[src/cks_pkg.sv]
// Shared types, character codes and keyword tables for the keyword scorer.
// Used by cks_front, cks_queue, cks_back and cognitive_keyword_scorer.
package cks_pkg;

  // Bytes carried with each judged position: the head and six bytes after it.
  localparam int LOOK_BYTES = 7;
  localparam int AVAIL_BITS = 3;

  // Character codes that steer the scoring.
  localparam logic [7:0] CH_LBRACE = 8'h7B;
  localparam logic [7:0] CH_RBRACE = 8'h7D;
  localparam logic [7:0] CH_AMP    = 8'h26;
  localparam logic [7:0] CH_BAR    = 8'h7C;
  localparam logic [7:0] CH_LF     = 8'h0A;
  localparam logic [7:0] CH_UNDER  = 8'h5F;
  localparam logic [7:0] CH_S      = 8'h73;

  // One head position handed from the front to the back. The avail field
  // counts bytes held from the head on, held at seven when there are more.
  typedef struct packed {
    logic [LOOK_BYTES-1:0][7:0] text;
    logic [AVAIL_BITS-1:0]      avail;
    logic                       last;
  } item_t;

  typedef enum logic [3:0] {
    KW_IF,
    KW_ELSE,
    KW_WHILE,
    KW_FOR,
    KW_DO,
    KW_SWITCH,
    KW_CATCH,
    KW_GOTO,
    KW_BREAK
  } kw_id_t;

  function automatic logic is_alnum(logic [7:0] c);
    return (c >= 8'h30 && c <= 8'h39) || (c >= 8'h41 && c <= 8'h5A) ||
           (c >= 8'h61 && c <= 8'h7A);
  endfunction

  function automatic logic [2:0] kw_len(kw_id_t id);
    logic [2:0] len;
    case (id)
      KW_IF, KW_DO:                   len = 3'd2;
      KW_FOR:                         len = 3'd3;
      KW_ELSE, KW_GOTO:               len = 3'd4;
      KW_WHILE, KW_CATCH, KW_BREAK:   len = 3'd5;
      KW_SWITCH:                      len = 3'd6;
      default:                        len = 3'd7;
    endcase
    return len;
  endfunction

  // Keyword spelling, first character in element zero.
  function automatic logic [5:0][7:0] kw_text(kw_id_t id);
    logic [5:0][7:0] t;
    t = '0;
    case (id)
      KW_IF: begin
        t[0] = "i"; t[1] = "f";
      end
      KW_ELSE: begin
        t[0] = "e"; t[1] = "l"; t[2] = "s"; t[3] = "e";
      end
      KW_WHILE: begin
        t[0] = "w"; t[1] = "h"; t[2] = "i"; t[3] = "l"; t[4] = "e";
      end
      KW_FOR: begin
        t[0] = "f"; t[1] = "o"; t[2] = "r";
      end
      KW_DO: begin
        t[0] = "d"; t[1] = "o";
      end
      KW_SWITCH: begin
        t[0] = "s"; t[1] = "w"; t[2] = "i"; t[3] = "t"; t[4] = "c"; t[5] = "h";
      end
      KW_CATCH: begin
        t[0] = "c"; t[1] = "a"; t[2] = "t"; t[3] = "c"; t[4] = "h";
      end
      KW_GOTO: begin
        t[0] = "g"; t[1] = "o"; t[2] = "t"; t[3] = "o";
      end
      KW_BREAK: begin
        t[0] = "b"; t[1] = "r"; t[2] = "e"; t[3] = "a"; t[4] = "k";
      end
      default: t = '0;
    endcase
    return t;
  endfunction

  // Keywords that add one on top of the nesting level.
  function automatic logic kw_plus_one(kw_id_t id);
    return (id == KW_IF) || (id == KW_WHILE) || (id == KW_FOR) ||
           (id == KW_DO) || (id == KW_SWITCH) || (id == KW_CATCH);
  endfunction

  // Spelling matches, the keyword fits before the end of text, and the byte
  // after it does not continue a word.
  function automatic logic kw_fits(logic [LOOK_BYTES-1:0][7:0] text,
                                   logic [AVAIL_BITS-1:0] avail, kw_id_t id);
    logic            hit;
    logic [2:0]      len;
    logic [5:0][7:0] kw;
    logic [7:0]      nx;
    len = kw_len(id);
    kw  = kw_text(id);
    hit = (avail >= len);
    for (int i = 0; i < 6; i++) begin
      if ((3'(i) < len) && (text[i] != kw[i])) begin
        hit = 1'b0;
      end
    end
    nx = text[len];
    if ((avail > len) && (is_alnum(nx) || nx == CH_UNDER)) begin
      hit = 1'b0;
    end
    return hit;
  endfunction

endpackage

[src/cks_front.sv]
// Front part of the keyword scorer: gathers bytes into an eight-byte window
// and issues head positions to the queue. Depends on cks_pkg.
module cks_front (
  input  logic             clk,
  input  logic             rst,
  input  logic             push,
  output logic             full,
  input  logic [7:0]       text_byte,
  input  logic             final_byte,
  input  logic             q_full,
  output logic             q_push,
  output cks_pkg::item_t   q_item
);

  logic [7:0][7:0] win;
  logic [7:0][7:0] win_next;
  logic [3:0]      fill;
  logic [3:0]      fill_next;
  logic            draining;
  logic            draining_next;
  logic            accept;
  logic            drain_step;

  // The input stalls while the end of a text drains or the queue is full.
  assign full       = draining || q_full;
  assign accept     = push && !full;
  assign drain_step = draining && !q_full;

  // Issue a head position: one per byte in steady flow, then one per cycle
  // while the tail of a text drains and the queue is not full.
  always_comb begin
    q_item.text = win[cks_pkg::LOOK_BYTES-1:0];
    if (draining) begin
      q_push       = drain_step;
      q_item.avail = (fill >= 4'd7) ? 3'd7 : fill[2:0];
      q_item.last  = (fill == 4'd1);
    end else begin
      q_push       = accept && !final_byte && (fill == 4'd7);
      q_item.avail = 3'd7;
      q_item.last  = 1'b0;
    end
  end

  // Window, fill count and drain flag updates.
  always_comb begin
    win_next      = win;
    fill_next     = fill;
    draining_next = draining;
    if (drain_step) begin
      for (int i = 0; i < 7; i++) begin
        win_next[i] = win[i+1];
      end
      win_next[7] = 8'h00;
      fill_next   = fill - 4'd1;
      if (fill == 4'd1) begin
        draining_next = 1'b0;
      end
    end else if (accept) begin
      if (!final_byte && fill == 4'd7) begin
        for (int i = 0; i < 6; i++) begin
          win_next[i] = win[i+1];
        end
        win_next[6] = text_byte;
      end else begin
        win_next[fill[2:0]] = text_byte;
        fill_next           = fill + 4'd1;
      end
      if (final_byte) begin
        draining_next = 1'b1;
      end
    end
  end

  // Control state.
  always_ff @(posedge clk) begin
    if (rst) begin
      fill     <= '0;
      draining <= 1'b0;
    end else begin
      fill     <= fill_next;
      draining <= draining_next;
    end
  end

  // Window bytes.
  always_ff @(posedge clk) begin
    win <= win_next;
  end

endmodule

[src/cks_queue.sv]
// Short queue of head positions between the front and back parts.
// Depends on cks_pkg for the entry type.
module cks_queue #(
  parameter int DEPTH = 4
) (
  input  logic           clk,
  input  logic           rst,
  input  logic           wr_en,
  input  cks_pkg::item_t wr_item,
  output logic           q_full,
  input  logic           rd_en,
  output cks_pkg::item_t rd_item,
  output logic           q_empty
);

  localparam int PTR_BITS = (DEPTH > 1) ? $clog2(DEPTH) : 1;
  localparam int CNT_BITS = $clog2(DEPTH + 1);

  cks_pkg::item_t        slots [DEPTH];
  logic [PTR_BITS-1:0]   wr_ptr;
  logic [PTR_BITS-1:0]   rd_ptr;
  logic [CNT_BITS-1:0]   count;
  logic                  do_wr;
  logic                  do_rd;

  assign q_full  = (count == CNT_BITS'(DEPTH));
  assign q_empty = (count == '0);
  assign do_wr   = wr_en && !q_full;
  assign do_rd   = rd_en && !q_empty;
  assign rd_item = slots[rd_ptr];

  // Pointer and occupancy tracking.
  always_ff @(posedge clk) begin
    if (rst) begin
      wr_ptr <= '0;
      rd_ptr <= '0;
      count  <= '0;
    end else begin
      if (do_wr) begin
        wr_ptr <= (wr_ptr == PTR_BITS'(DEPTH - 1)) ? '0 : wr_ptr + 1'b1;
      end
      if (do_rd) begin
        rd_ptr <= (rd_ptr == PTR_BITS'(DEPTH - 1)) ? '0 : rd_ptr + 1'b1;
      end
      if (do_wr && !do_rd) begin
        count <= count + 1'b1;
      end else if (do_rd && !do_wr) begin
        count <= count - 1'b1;
      end
    end
  end

  // Entry storage.
  always_ff @(posedge clk) begin
    if (do_wr) begin
      slots[wr_ptr] <= wr_item;
    end
  end

endmodule

[src/cks_back.sv]
// Back part of the keyword scorer: judges one head position per cycle, a text's closing one
// only with the output free; tracks nesting and score, holds the finished score. Depends on cks_pkg.
module cks_back #(
  parameter int SCORE_BITS = 24,
  parameter int NEST_BITS  = 8
) (
  input  logic                  clk,
  input  logic                  rst,
  input  logic                  q_empty,
  input  cks_pkg::item_t        q_item,
  output logic                  q_pop,
  output logic                  empty,
  input  logic                  pop,
  output logic [SCORE_BITS-1:0] score
);

  localparam int SUM_BITS = ((SCORE_BITS > NEST_BITS) ? SCORE_BITS : NEST_BITS) + 1;
  localparam logic [SCORE_BITS-1:0] SCORE_MAX = {SCORE_BITS{1'b1}};
  localparam logic [NEST_BITS-1:0]  NEST_MAX  = {NEST_BITS{1'b1}};

  logic [NEST_BITS-1:0]  nest;
  logic [NEST_BITS-1:0]  nest_next;
  logic [SCORE_BITS-1:0] run_score;
  logic [SCORE_BITS-1:0] run_score_next;
  logic [2:0]            skip;
  logic [2:0]            skip_next;
  logic                  prev_alnum;
  logic                  s_seen;
  logic                  out_valid;
  logic                  take;
  logic [7:0]            head;

  logic                  kw_found;
  cks_pkg::kw_id_t       kw_id;
  logic                  kw_hit;
  logic                  add_en;
  logic                  add_one;
  logic [SUM_BITS-1:0]   sum;

  // A head position is taken unless it closes a text and the output is busy.
  assign head  = q_item.text[0];
  assign take  = !q_empty && (!q_item.last || !out_valid || pop);
  assign q_pop = take;
  assign empty = !out_valid;

  // Keyword candidate by its first character.
  always_comb begin
    kw_found = 1'b1;
    case (head)
      "i":     kw_id = cks_pkg::KW_IF;
      "e":     kw_id = cks_pkg::KW_ELSE;
      "w":     kw_id = cks_pkg::KW_WHILE;
      "f":     kw_id = cks_pkg::KW_FOR;
      "d":     kw_id = cks_pkg::KW_DO;
      "s":     kw_id = cks_pkg::KW_SWITCH;
      "c":     kw_id = cks_pkg::KW_CATCH;
      "g":     kw_id = cks_pkg::KW_GOTO;
      "b":     kw_id = cks_pkg::KW_BREAK;
      default: begin
        kw_id    = cks_pkg::KW_IF;
        kw_found = 1'b0;
      end
    endcase
    kw_hit = kw_found && !prev_alnum &&
             cks_pkg::kw_fits(q_item.text, q_item.avail, kw_id) &&
             ((kw_id != cks_pkg::KW_BREAK) || s_seen);
  end

  // Judge the head byte unless it belongs to an earlier match.
  always_comb begin
    nest_next = nest;
    skip_next = skip;
    add_en    = 1'b0;
    add_one   = 1'b0;
    if (skip != 3'd0) begin
      skip_next = skip - 3'd1;
    end else begin
      case (head)
        cks_pkg::CH_LBRACE: begin
          if (nest != NEST_MAX) begin
            nest_next = nest + 1'b1;
          end
        end
        cks_pkg::CH_RBRACE: begin
          if (nest != '0) begin
            nest_next = nest - 1'b1;
          end
        end
        cks_pkg::CH_AMP, cks_pkg::CH_BAR: begin
          if (q_item.avail >= 3'd2 && q_item.text[1] == head) begin
            add_en    = 1'b1;
            skip_next = 3'd1;
          end
        end
        default: begin
          if (kw_hit) begin
            add_en    = 1'b1;
            add_one   = cks_pkg::kw_plus_one(kw_id);
            skip_next = cks_pkg::kw_len(kw_id) - 3'd1;
          end
        end
      endcase
    end
  end

  // Saturating score update.
  always_comb begin
    sum = SUM_BITS'(run_score) + SUM_BITS'(nest) + SUM_BITS'(add_one);
    if (!add_en) begin
      run_score_next = run_score;
    end else if (sum > SUM_BITS'(SCORE_MAX)) begin
      run_score_next = SCORE_MAX;
    end else begin
      run_score_next = sum[SCORE_BITS-1:0];
    end
  end

  // Text state; the closing position returns it to the start of a text.
  always_ff @(posedge clk) begin
    if (rst) begin
      nest       <= '0;
      run_score  <= '0;
      skip       <= '0;
      prev_alnum <= 1'b0;
      s_seen     <= 1'b0;
    end else if (take) begin
      if (q_item.last) begin
        nest       <= '0;
        run_score  <= '0;
        skip       <= '0;
        prev_alnum <= 1'b0;
        s_seen     <= 1'b0;
      end else begin
        nest       <= nest_next;
        run_score  <= run_score_next;
        skip       <= skip_next;
        prev_alnum <= cks_pkg::is_alnum(head);
        if (head == cks_pkg::CH_LF) begin
          s_seen <= 1'b0;
        end else if (head == cks_pkg::CH_S) begin
          s_seen <= 1'b1;
        end
      end
    end
  end

  // Output register: holds the finished score until its transfer.
  always_ff @(posedge clk) begin
    if (rst) begin
      out_valid <= 1'b0;
    end else if (take && q_item.last) begin
      out_valid <= 1'b1;
    end else if (pop) begin
      out_valid <= 1'b0;
    end
  end

  always_ff @(posedge clk) begin
    if (take && q_item.last) begin
      score <= run_score_next;
    end
  end

endmodule

[src/cognitive_keyword_scorer.sv]
// Top level of the keyword complexity scorer: front window, position queue
// and back judge. Depends on cks_pkg, cks_front, cks_queue and cks_back.
//
// Usage: source text enters one byte per transfer on the push/full side,
// with final_byte marking the last byte of a text. After the last byte the
// weighted complexity score of that text appears on the pop/empty side.
// Throughput: one byte per cycle while a text streams and the queue has room;
// every byte but the last eight (all of a shorter text) is issued for judging
// as its seventh later byte arrives. After the last byte full stays high while
// the front drains its window, one held byte per cycle while the queue has room.
// With the output register free, empty falls after full falls, once the closing
// position has passed through the queue and been judged into the output register.
// The next text may start as soon as full falls; its bytes queue behind
// the previous one and never mix state with it.
// Reset clears the window fill count, nesting level, running score and output valid
// flag; the result side then reads empty. When the receiver stalls, the finished
// score stays in the output register, the back part keeps judging the next
// text until it reaches its end, and then the queue and input fill and
// full rises.
module cognitive_keyword_scorer #(
  parameter int SCORE_BITS = 24,
  parameter int NEST_BITS  = 8
) (
  input  logic                  clk,
  input  logic                  rst,
  input  logic                  push,
  output logic                  full,
  input  logic [7:0]            text_byte,
  input  logic                  final_byte,
  output logic                  empty,
  input  logic                  pop,
  output logic [SCORE_BITS-1:0] score
);

  logic           q_full;
  logic           q_push;
  logic           q_empty;
  logic           q_pop;
  cks_pkg::item_t wr_item;
  cks_pkg::item_t rd_item;

  // Byte window and position issue.
  cks_front u_front (
    .clk        (clk),
    .rst        (rst),
    .push       (push),
    .full       (full),
    .text_byte  (text_byte),
    .final_byte (final_byte),
    .q_full     (q_full),
    .q_push     (q_push),
    .q_item     (wr_item)
  );

  // Decoupling queue.
  cks_queue #(
    .DEPTH (4)
  ) u_queue (
    .clk     (clk),
    .rst     (rst),
    .wr_en   (q_push),
    .wr_item (wr_item),
    .q_full  (q_full),
    .rd_en   (q_pop),
    .rd_item (rd_item),
    .q_empty (q_empty)
  );

  // Judge and score.
  cks_back #(
    .SCORE_BITS (SCORE_BITS),
    .NEST_BITS  (NEST_BITS)
  ) u_back (
    .clk     (clk),
    .rst     (rst),
    .q_empty (q_empty),
    .q_item  (rd_item),
    .q_pop   (q_pop),
    .empty   (empty),
    .pop     (pop),
    .score   (score)
  );

endmodule

[config.mk]
export PLATFORM = sky130hd
export DESIGN_NAME = cognitive_keyword_scorer
export DESIGN_NICKNAME = d
export VERILOG_FILES = /design/src/cks_pkg.sv /design/src/cks_front.sv /design/src/cks_queue.sv /design/src/cks_back.sv /design/src/cognitive_keyword_scorer.sv
export SDC_FILE = /design/constraint.sdc
export NUM_CORES = 1
export LEC_CHECK = 0
export ABC_AREA = 1
export BUFFER_PORTS_ARGS = -buffer_cell sky130_fd_sc_hd__clkbuf_2
export CAP_MARGIN = 20
export CORE_UTILIZATION = 28
export CTS_CLUSTER_DIAMETER = 200
export DETAILED_ROUTE_END_ITERATION = 6
export GPL_TIMING_DRIVEN = 1
export SYNTH_ARGS = -nofsm -noshare
export SYNTH_HDL_FRONTEND = slang
export SYNTH_SLANG_ARGS = --single-unit
export TNS_END_PERCENT = 100
[constraint.sdc]
create_clock -name clk -period 6.75 [get_ports clk]
set_input_delay 2.025 -clock clk [delete_from_list [all_inputs] [get_ports clk]]
set_output_delay 2.025 -clock clk [all_outputs]
set_load 0.1 [all_outputs]
* Word-level counts from Yosys, hierarchy flattened
Memory sizes are Yosys's and may differ from the RTL's. A register that Yosys moved wholly into a read port is not among the register bits. Cells that the tools add are included.
Word-level totals: flip-flop bits (word level) 138, memory bits (writable) 240, ROM bits 96, logic and storage cells 250, memories 3
Cells by class: add/sub/neg operators 12, $lt $le $gt $ge 26, eq/ne operators 44, multiplexer cells 69, bitwise gates (word level) 1, reductions and logical operators 75
Memory list:
- u_queue.slots | depth 4, bits a word 60, read ports 1, clocked after memory_dff 1, write ports 1, line cks_queue.sv:19 | cks_pkg::item_t slots [DEPTH];
- (name not given) | depth 16, bits a word 3, read ports 1, clocked after memory_dff 0, write ports 0, line cks_pkg.sv:45 | case (id)
- (name not given) | depth 16, bits a word 3, read ports 1, clocked after memory_dff 0, write ports 0, line cks_pkg.sv:45
Operators with widths (count):
- $mux 56 | 3
- $pmux 15 s9 | 1
- $eq 8x7->1 const B | 13
- $mux 24 | 3
- $bwmux 64 | 1
- $mux 8 | 6
- $pmux 7 s6 | 1
- $ne 8x7->1 | 5
- $pmux 7 s5 | 1
- $ge 8x7->1 const B | 4
- $le 8x7->1 const B | 4
- $pmux 4 s8 | 1
- $mux 3 | 10
- $logic_and 1x1->1 | 29
- $pmux 7 s4 | 1
- $mux 1 | 27
- $add 24x8->25 | 1
- $add 25x1->25 | 1
- $gt 25x24->1 const B | 1
- $bmux 8 s3 | 1
- $demux 8 s3 | 1
- $eq 4x3->1 const B | 5
- $ge 8x6->1 const B | 2
- $le 8x6->1 const B | 2
- 53 further kinds | 103

* Longest topological paths before layout
Gate-level depths: netlist of the first run.
depth in word-level cells 23, mapped depth 57, gate-level depth less buffers 54

* Modules after synthesis
Synthesis of the first run repeated with hierarchy kept, for this count alone.
Unflattened totals: cell total of the unflattened synthesis 1985, area total of the unflattened synthesis 19312.3 µm²
Modules (own cells, without submodules):
- cks_queue | instances 1, cells an instance 651, area each 9570.4 µm², seq. area each 7387.1 µm²
- cks_back | instances 1, cells an instance 995, area each 6119.6 µm², seq. area each 1481.4 µm²
- cks_front | instances 1, cells an instance 339, area each 3622.2 µm², seq. area each 1941.9 µm²

* Worst setup path before layout of the first run
Ideal clock, no wire load.
kind flip-flop to flip-flop, start reg with a tool-made name, end reg u_back.score[22] (data pin), setup time 0.255 ns, arrival time 6.567 ns, slack -0.071 ns, cell stages (with the launch flop) 53, clock period less this slack 6.821 ns, cell sequence dfxtp_1 buf_6 buf_4 nand2_1 nand3_1 nand2_2 nand2_4 nor2_4 inv_1 nor2_1 nor2_1 clkbuf_1 nand2_1 inv_1 ha_1 inv_1 nor2_4 inv_2 [... 17 more ...] fa_1 fa_1 o21ai_0 a21oi_1 o21ai_0 nand2_1 nand2_1 nand2_1 nand2_1 nand4_1 or2_2 nor3_1 nand4_1 nor2_1 nand3_1 o21ai_0 nand3_1 and2_1
RTL lines:
- end signal, assigned | line cks_back.sv:160 | score <= run_score_next;
- end, declared | line cks_back.sv:14 | output logic [SCORE_BITS-1:0] score

==> flow_metrics.env, run 1 <==
export IMPL_outcome="completed"
export IMPL_rsz0062_at_grt="yes"
export IMPL_synth_area_top_cells="edfxtp_1 (51%), nand2_1 (11%), dfxtp_1 (6.4%)"
export IMPL_finalSetupViolations=0
export IMPL_wl_per_cell_um=16.9
export IMPL_areaGrowthSynthToFinish_pct=18.2
export IMPL_worstSetupPathType="reg2reg"
export IMPL_layout_common_cells="nand2_1 (510), edfxtp_1 (320), inv_1 (152)"
export IMPL_cts_buffer_depth=3
export IMPL_cts_num_sinks=380
export IMPL_skew_ns=0.0313
export IMPL_vias=14542
export IMPL_die_area_um2=67800
export IMPL_routedLengthMet1_um=22200
export IMPL_grt_pass1_vias=13493
export IMPL_pwr_share_seq=0.359
export IMPL_track_usage=0.145
export IMPL_r2r_setup_slack_ns=0.35
export IMPL_cts_buffers=41
export IMPL_leakagePower_nw=8.60
export IMPL_wl_met2_um=23500
export IMPL_ys_seq_area_frac=0.579
export IMPL_htreeDepth=2
export IMPL_critPathRequiredTime_ns=7.08
export IMPL_routed_top_layer="met4"
export IMPL_wirelength_um=50200
export IMPL_synth_cell_area_um2=18700
export IMPL_hold_class="reg2reg"
export IMPL_clkPwrFrac=0.255
export IMPL_start_util=0.284
export IMPL_cts_root_buf="clkbuf_16"
export IMPL_dieHeight_um=260
export IMPL_finalPower_w=0.00850
export IMPL_grt_pass1_wl_um=76100
export IMPL_drtIter0Drc=928
export IMPL_placed_area_um2=20300
export IMPL_cts_hold_buffers=0
export IMPL_synthDistinctLibCells=52
export IMPL_io_buffers=38
export IMPL_worst_path_max_delay_cell="dfxtp_4"
export IMPL_fin_area_um2=22100
export IMPL_setup_tns_ns=0
export IMPL_dp_hpwl_um=34100
export IMPL_hold_violations=0
export IMPL_num_antenna_cells=0
export IMPL_p_int_w=0.00500
export IMPL_power_density_nw_per_um2=385
export IMPL_avgSynthCellArea_um2=9.42
export IMPL_placed_cells=2890
export IMPL_setup_slack_ns=0.350
export IMPL_clock_latency_ns=0.59
export IMPL_ys_warn_count=0
export IMPL_syn_num_nets=2033
export IMPL_cts_tree="built"
export IMPL_drcViolationCount=0
export IMPL_num_rows=94
export IMPL_nets=2132
export IMPL_coreArea_um2=65900
export IMPL_path_clk_slew_ns=0.06
export IMPL_p_sw_frac=0.412
export IMPL_comb_power_share=0.387
export IMPL_synth_top_area_frac=0.514
export IMPL_tightest_slew_ns=1.06
export IMPL_dr_pass1_iters=5
export IMPL_max_freq_mhz=156
export IMPL_final_instance_count_excl_fill=2976
export IMPL_cap_violations=0
export IMPL_gp_congestion=0.949
export IMPL_met3_length_um=3310
export IMPL_grt_max_degree=104
export IMPL_period_minus_slack_ns=6.40
export IMPL_boundaryPins=39
export IMPL_antenna_found_initial=1
export IMPL_cp_arrival_ns=6.73
export IMPL_max_slew_margin=0.292
export IMPL_routed_via_density=4.89
export IMPL_grt_overflow=0
export IMPL_cp_end_kind="register"
export IMPL_cp_common_cell="nand2_1"
export IMPL_dp_slack_ns=-0.0568
export IMPL_final_common_cell="nand2_1"
export IMPL_crit_path_start_kind="register"
export IMPL_synth_seq_cells=380
export IMPL_drv_slew=0
export IMPL_crit_path_max_fanout=8
export IMPL_timing_final_crit_share=0.948
export IMPL_slowest_delay_ns=0.45
export IMPL_layout_drive_gt1_share=0.154
export IMPL_synth_top_area_cell="edfxtp_1"
export IMPL_ant_nets=0
export IMPL_power_switching_w=0.00350
export IMPL_die_w_um=260
export IMPL_vdd_drop_max_uv=213
export IMPL_syn_inst=1983
==> path summary, 6_finish.rpt <==
check	startpoint	to	cells past startpoint
setup / recovery	register	u_back.score[16]	44
hold / removal	u_back.run_score[0]	u_back.run_score[0]	2
setup reg to reg	register	u_back.score[16]	44
hold reg to reg	u_back.run_score[0]	u_back.run_score[0]	2
==> synth_stat cells (all sizes together) <==
| master | instances |
|---|---|
| a32oi | 21 |
| o31ai | 1 |
| clkbuf | 50 |
| xnor2 | 7 |
| fa | 4 |
| o32ai | 1 |
| nand3 | 147 |
| o211ai | 5 |
| o21ai | 151 |
| o21bai | 4 |
| a221oi | 1 |
| o22ai | 18 |
| o211a | 1 |
| nor3 | 19 |
| dfxtp | 60 |
| and2 | 23 |
| a31oi | 4 |
| a32o | 14 |
| edfxtp | 320 |
| ha | 33 |
| inv | 171 |
| nor2 | 157 |
| a211oi | 4 |
| a21oi | 115 |
| nand4 | 33 |
| xor2 | 20 |
| o2111ai | 1 |
| or2 | 4 |
| nor4 | 3 |
| nand3b | 4 |
| clkinv | 1 |
| a2111oi | 1 |
| nand2 | 553 |
| buf | 32 |
==> cell families (layout without fill, tap and decap cells) <==
family	count (synthesis)	in the layout	share of synthesized area
AND/OR/NAND/NOR	943	943	0.221
flip-flops	380	380	0.579
AO/OA/AOI/OAI	342	342	0.105
buffers and inverters	254	383	0.0560
adder cells (fa/ha/maj)	37	37	0.0264
XOR/XNOR	27	27	0.0127
==> critical path: cells and delay by family (launching register included) <==
kind,cells,cell delay (ns)
flip-flops,1,0.45
buffers and inverters,5,0.76
adder cells (fa/ha/maj),3,1.00
AO/OA/AOI/OAI,5,0.68
XOR/XNOR,1,0.17
AND/OR/NAND/NOR,30,3.10
==> flip-flops by register name (all words and copies together) (netlist names), named ones only <==
register,cells
u_back.out_valid,1
u_back.skip,3
u_queue.count,3
u_queue.wr_ptr,2
u_front.q_item,56
u_front.draining,1
u_back.run_score,24
u_queue.slots,240
u_front.win,8
u_front.fill,4
u_back.nest,8
u_back.score,24
u_back.s_seen,1
u_queue.rd_ptr,2
u_back.prev_alnum,1
==> power groups by stage <==
stage	sequential [W]	combinational, W	clock [W]
CTS	0.00304	0.00314	0.00221
finish	0.00305	0.00329	0.00216
global placement	0.00308	0.00311	0
detailed placement	0.00309	0.00313	0
floorplan	0.00349	0.00172	0
global route	0.00307	0.00358	0.00229
==> layer usage <==
| layer | GRT usage | vias to the layer above |
|---|---|---|
| met1 | 0.192 | 6988 |
| met3 | 0.0256 | 85 |
| met5 | 0.00214 | - |
| met2 | 0.238 | 445 |
| met4 | 0.0461 | 0 |
| li1 | - | 7024 |
==> through the flow <==
stage	hold slack, ns	utilization
after detailed placement	0.469	0.309
after CTS	0.479	0.329
final	0.475	0.335
after global placement	0.457	0.309
after floorplan	0.428	-
after global routing	0.509	0.335
==> area by class of cell <==
class	count	area, um^2
Multi-Input combinational cell	1349	7140
Sequential cell	380	10800
Clock buffer	52	1100
Inverter	172	663
Timing Repair Buffer	138	1080
Tap cell	864	1080
Clock inverter	21	205
Fill cell	6708	43800
==> repair_timing <==
action | 4_1_cts | 5_1_grt
cloned | 0 | 3
pin swaps | 0 | 29
setup endpoints to repair | 1 | 48
resized for setup | 3 | 84
buffers inserted | 0 | 8
hold endpoints to repair | 0 | 0
Power figures use the tool's default switching activity.
==> run 2: changes to the inputs <==
--- a/config.mk
+++ b/config.mk
@@ -6,12 +6,14 @@
 export NUM_CORES = 1
 export LEC_CHECK = 0
 export ABC_AREA = 1
+export ABC_CLOCK_PERIOD_IN_PS = 6750
 export BUFFER_PORTS_ARGS = -buffer_cell sky130_fd_sc_hd__clkbuf_2
 export CAP_MARGIN = 20
 export CORE_UTILIZATION = 28
 export CTS_CLUSTER_DIAMETER = 200
 export DETAILED_ROUTE_END_ITERATION = 6
 export GPL_TIMING_DRIVEN = 1
+export PLACE_DENSITY = 0.51
 export SYNTH_ARGS = -nofsm -noshare
 export SYNTH_HDL_FRONTEND = slang
 export SYNTH_SLANG_ARGS = --single-unit
==> constraint.sdc (replaced) <==
create_clock -name clk -period 6.75 [get_ports clk]
set_input_delay 2.025 -clock clk [delete_from_list [all_inputs] [get_ports clk]]
set_output_delay 2.025 -clock clk [all_outputs]
set_load 0.05 [all_outputs]
==> run 2 against run 1 <==
  * Clock-buffer cell count decreased by 3
  * Non-clock buffer count increased by 18
  * Combinational power decreased by 4%
  * Setup slack got worse by 0.19 ns
==> flow_metrics.env, run 2 (synthesized netlist as in run 1, its figures left out) <==
export IMPL_worst_path_max_delay_cell="fa_2"
export IMPL_track_usage=0.153
export IMPL_routed_via_density=4.87
export IMPL_crit_path_max_fanout=6
export IMPL_path_clk_slew_ns=0.06
export IMPL_drv_slew=0
export IMPL_cts_buffers=42
export IMPL_largest_register="u_queue.slots"
export IMPL_cap_violations=0
export IMPL_largest_reg_flops=240
export IMPL_hold_violations=0
export IMPL_leakagePower_nw=8.89
export IMPL_final_instance_count_excl_fill=3000
export IMPL_htreeDepth=2
export IMPL_r2r_setup_slack_ns=0.16
export IMPL_cp_common_cell="nand2_2"
export IMPL_cts_tree="built"
export IMPL_max_freq_mhz=152
export IMPL_dieHeight_um=260
export IMPL_outcome="completed"
export IMPL_coreArea_um2=65900
export IMPL_timing_final_crit_share=0.976
export IMPL_drcViolationCount=0
export IMPL_grt_pass1_vias=13915
export IMPL_die_area_um2=67800
export IMPL_cp_end_kind="register"
export IMPL_grt_pass1_wl_um=80200
export IMPL_rsz0062_at_grt="yes"
export IMPL_start_util=0.284
export IMPL_critPathRequiredTime_ns=7.09
export IMPL_placed_cells=2893
export IMPL_max_slew_margin=0.307
export IMPL_hold_class="reg2reg"
export IMPL_cts_buffer_depth=3
export IMPL_skew_ns=0.0490
export IMPL_antenna_found_initial=1
export IMPL_worstSetupPathType="reg2reg"
export IMPL_wirelength_um=53200
export IMPL_wl_per_cell_um=17.7
export IMPL_dr_pass1_iters=6
export IMPL_ant_nets=0
export IMPL_die_w_um=260
export IMPL_final_util=0.345
export IMPL_placed_area_um2=20400
export IMPL_dp_hpwl_um=35200
export IMPL_layout_common_cells="nand2_1 (496), edfxtp_1 (320), inv_1 (152)"
export IMPL_crit_path_start_kind="register"
export IMPL_boundaryPins=39
export IMPL_holdPathStages=2
export IMPL_vdd_drop_max_uv=279
export IMPL_reg2reg_depth=51
export IMPL_setup_tns_ns=0
export IMPL_cts_num_sinks=380
export IMPL_num_rows=94
export IMPL_fin_area_um2=22700
export IMPL_gp_congestion=0.923
export IMPL_areaGrowthSynthToFinish_pct=21.6
export IMPL_vias=14599
export IMPL_finalSetupViolations=0
export IMPL_clock_latency_ns=0.60
export IMPL_final_common_cell="nand2_1"
export IMPL_nets=2153
export IMPL_grt_max_degree=98
export IMPL_io_buffers=38
export IMPL_layout_drive_gt1_share=0.182
export IMPL_slowest_delay_ns=0.47
export IMPL_period_minus_slack_ns=6.59
export IMPL_drtIter0Drc=1120
export IMPL_power_density_nw_per_um2=382
export IMPL_tightest_slew_ns=1.04
export IMPL_grt_overflow=0
export IMPL_fillers=6649
export IMPL_cp_arrival_ns=6.93
export IMPL_cts_root_buf="clkbuf_16"
run 2: layer usage:
layer / vias up / track usage / routed length, um
met4: 0 / 0.0434 / 1140
met2: 375 / 0.256 / 25500
met1: 7084 / 0.206 / 24000
met3: 76 / 0.0207 / 2480
met5: - / 0 / 0
li1: 7064 / - / -
run 2: path summary, 6_finish.rpt:
kind,endpoint,from
setup / recovery,u_back.score[16],register
hold / removal,u_back.run_score[0],u_back.run_score[0]
setup reg to reg,u_back.score[16],register
hold reg to reg,u_back.run_score[0],u_back.run_score[0]
run 2: power by group:
| part | switching, W | internal, W | leakage (nW) | total [W] |
|---|---|---|---|---|
| logic | 0.00219 | 0.000972 | 4.74 | 0.00316 |
| registers | 0.000163 | 0.00289 | 3.42 | 0.00305 |
| clock network | 0.000987 | 0.00148 | 0.723 | 0.00247 |
| total | 0.00334 | 0.00534 | 8.89 | 0.00868 |
run 2: worst max-delay path, delay by kind of cell (launching register included):
kind | cells | cell delay, ns
AOI/OAI and AO/OA | 5 | 0.55
DFF | 1 | 0.39
buffers and inverters | 9 | 0.80
and+or+nand+nor | 32 | 3.09
adders and majority gates | 4 | 1.32
xor gates and xnor gates | 1 | 0.17
run 2: repair_timing:
item	CTS	global route
pin swaps	0	59
setup endpoints to repair	5	48
cloned	0	4
hold buffers	0	0
buffers inserted	0	27
gates resized for setup	3	148
run 2: final cells by class:
cell class,count,area [um^2],share of cell area
timing repair inverter,2,20.0,0.000881
timing repair buffer,156,1300,0.0573
multi-input combinational,1349,7330,0.323
tap,864,1080,0.0476
clock buffer,49,1090,0.0478
antenna,1,2.50,0.000110
sequential,380,10800,0.476
clock inverter,27,408,0.0180
inverter,172,676,0.0297
run 2: metrics by stage:
step	hold WS, ns	worst slack (ns)	power, W
2_1_floorplan	0.428	0.0654	0.00496
3_5_place_dp	0.466	-0.0991	0.00600
6_report	0.466	0.160	0.00868
4_1_cts	0.475	0.0293	0.00848
5_1_grt	0.498	-0.260	0.00914
3_3_place_gp	0.455	0.0743	0.00595
==> run 3: changes to the inputs <==
--- a/config.mk
+++ b/config.mk
@@ -6,14 +6,15 @@
 export NUM_CORES = 1
 export LEC_CHECK = 0
 export ABC_AREA = 1
-export ABC_CLOCK_PERIOD_IN_PS = 6750
+export ABC_CLOCK_PERIOD_IN_PS = 8200
 export BUFFER_PORTS_ARGS = -buffer_cell sky130_fd_sc_hd__clkbuf_2
 export CAP_MARGIN = 20
 export CORE_UTILIZATION = 28
 export CTS_CLUSTER_DIAMETER = 200
 export DETAILED_ROUTE_END_ITERATION = 6
 export GPL_TIMING_DRIVEN = 1
-export PLACE_DENSITY = 0.51
+export PLACE_DENSITY = 0.5
+export SLEW_MARGIN = 30
 export SYNTH_ARGS = -nofsm -noshare
 export SYNTH_HDL_FRONTEND = slang
 export SYNTH_SLANG_ARGS = --single-unit
==> constraint.sdc (replaced) <==
create_clock -name clk -period 8.2 [get_ports clk]
set_input_delay 2.46 -clock clk [delete_from_list [all_inputs] [get_ports clk]]
set_output_delay 2.46 -clock clk [all_outputs]
set_load 0.05 [all_outputs]
==> run 3 against run 2 <==
  * Non-clock buffer count down 88
  * Clock power down 22%
  * First-iteration DRC count down 4.9%
  * Core utilization down 2.2 points
  * Wire length down 1.7%
  * Critical path type unchanged
==> flow_metrics.env, run 3 (synthesized netlist as in run 1, its figures left out) <==
export IMPL_fillers=6794
export IMPL_antenna_found_initial=1
export IMPL_cts_tree="built"
export IMPL_drv_slew=0
export IMPL_placed_cells=2832
export IMPL_worstSetupPathType="reg2reg"
export IMPL_ant_nets=0
export IMPL_cap_violations=0
export IMPL_hold_end="u_back.run_score[0]"
export IMPL_num_antenna_cells=0
export IMPL_final_instance_count_excl_fill=2915
export IMPL_cts_buffer_depth=3
export IMPL_gp_congestion=0.873
export IMPL_htreeDepth=2
export IMPL_crit_path_start_kind="register"
export IMPL_start_util=0.284
export IMPL_r2r_setup_slack_ns=0.84
export IMPL_die_area_um2=67800
export IMPL_final_seq_area_um2=10800
export IMPL_dr_pass1_iters=7
export IMPL_vias=14198
export IMPL_grt_pass1_vias=13543
export IMPL_tightest_slew_ns=0.921
export IMPL_setup_tns_ns=0
export IMPL_period_minus_slack_ns=7.36
export IMPL_coreArea_um2=65900
export IMPL_rsz0062_at_grt="no"
export IMPL_timing_rr_end="u_back.score[16]"
export IMPL_layout_common_cells="nand2_1 (527), edfxtp_1 (320), inv_1 (158)"
export IMPL_outcome="completed"
export IMPL_drtIter0Drc=1065
export IMPL_cp_end_kind="register"
export IMPL_areaGrowthSynthToFinish_pct=13.9
export IMPL_critPathRequiredTime_ns=8.54
export IMPL_boundaryPins=39
export IMPL_grt_pass1_wl_um=79800
export IMPL_routed_via_density=4.87
export IMPL_cts_num_sinks=380
export IMPL_dp_hpwl_um=35400
export IMPL_hp_start="u_back.run_score[0]"
export IMPL_track_usage=0.154
export IMPL_holdPathStages=2
export IMPL_power_density_nw_per_um2=315
export IMPL_dieHeight_um=260
export IMPL_largest_register="u_queue.slots"
export IMPL_layout_drive_gt1_share=0.101
export IMPL_cp_common_cell="nand2_1"
export IMPL_skew_ns=0.0488
export IMPL_vdd_drop_max_uv=165
export IMPL_num_rows=94
export IMPL_wl_per_cell_um=17.9
export IMPL_multiInputGateArea_um2=6870
export IMPL_cts_hold_buffers=0
export IMPL_hold_violations=0
export IMPL_die_w_um=260
export IMPL_nets=2066
export IMPL_timing_final_crit_share=0.897
export IMPL_cts_root_buf="clkbuf_16"
export IMPL_clock_latency_ns=0.60
export IMPL_drcViolationCount=0
export IMPL_cts_buffers=44
export IMPL_largest_reg_flops=240
export IMPL_io_buffers=38
export IMPL_leakagePower_nw=8.20
export IMPL_hold_class="reg2reg"
export IMPL_slowest_delay_ns=0.44
export IMPL_path_clk_slew_ns=0.06
export IMPL_finalSetupViolations=0
export IMPL_max_freq_mhz=136
export IMPL_grt_overflow=0
export IMPL_reg2reg_depth=43
export IMPL_cp_arrival_ns=7.70
export IMPL_max_slew_margin=0.385
export IMPL_crit_path_max_fanout=29
export IMPL_grt_max_degree=61
export IMPL_final_common_cell="nand2_1"
export IMPL_wirelength_um=52200
export IMPL_worst_path_max_delay_cell="fa_1"
## run 3: area by class of cell
type                            count  area share
Clock buffer                       58      0.0552
Tap cell                          864      0.0508
Multi-Input combinational cell   1349       0.323
Timing Repair inverter              1    0.000353
Sequential cell                   380       0.508
Inverter                          172      0.0310
Timing Repair Buffer               68      0.0199
Clock inverter                     23      0.0122
## run 3: worst max-delay path: cells and delay by family (launching register included)
family / cells / cell delay [ns]
buffers and inverters: 4 / 0.93
adder cells (fa/ha/maj): 3 / 1.07
AO/OA/AOI/OAI: 4 / 0.67
AND/OR/NAND/NOR: 31 / 3.80
flip-flops: 1 / 0.42
XOR/XNOR: 1 / 0.18
## run 3: routing by layer
layer | track usage | routed length [um] | vias to the layer above
met1 | 0.204 | 23500 | 6851
met4 | 0.0565 | 1700 | 4
li1 | - | - | 6879
met3 | 0.0283 | 2660 | 102
met2 | 0.249 | 24300 | 362
met5 | 0.00427 | 53 | -
## run 3: worst max-delay path by stage
stage | from | end | slack (ns) | cells past startpoint
floorplan | register | u_back.score[22] | 1.38 | 52
global placement | register | u_back.score[22] | 0.39 | 42
detailed placement | register | u_back.run_score[18] | 0.31 | 50
CTS | register | u_back.run_score[18] | 0.28 | 50
global route | register | u_back.score[22] | 0.03 | 49
finish | register | u_back.score[16] | 0.84 | 43
## run 3: metrics by stage
stage | instance area [um^2] | utilization | hold WS, ns | worst slack [ns] | total power [W]
after floorplan | 18700 | - | 0.428 | 1.38 | 0.00408
after global placement | 19800 | 0.301 | 0.456 | 0.395 | 0.00479
after detailed placement | 19800 | 0.301 | 0.466 | 0.313 | 0.00481
after CTS | 21300 | 0.323 | 0.472 | 0.280 | 0.00675
after global routing | 21300 | 0.323 | 0.499 | 0.0298 | 0.00709
final | 21300 | 0.323 | 0.472 | 0.844 | 0.00671
## run 3: power breakdown
| group | internal [W] | switching, W |
|---|---|---|
| combinational | 0.000577 | 0.00167 |
| sequential | 0.00238 | 0.000143 |
| clock | 0.00112 | 0.000816 |
## run 3: timing repair
action / CTS / global route
resized for setup: 0 / 9
setup buffers: 0 / 1
endpoints found under the setup margin: 0 / 48
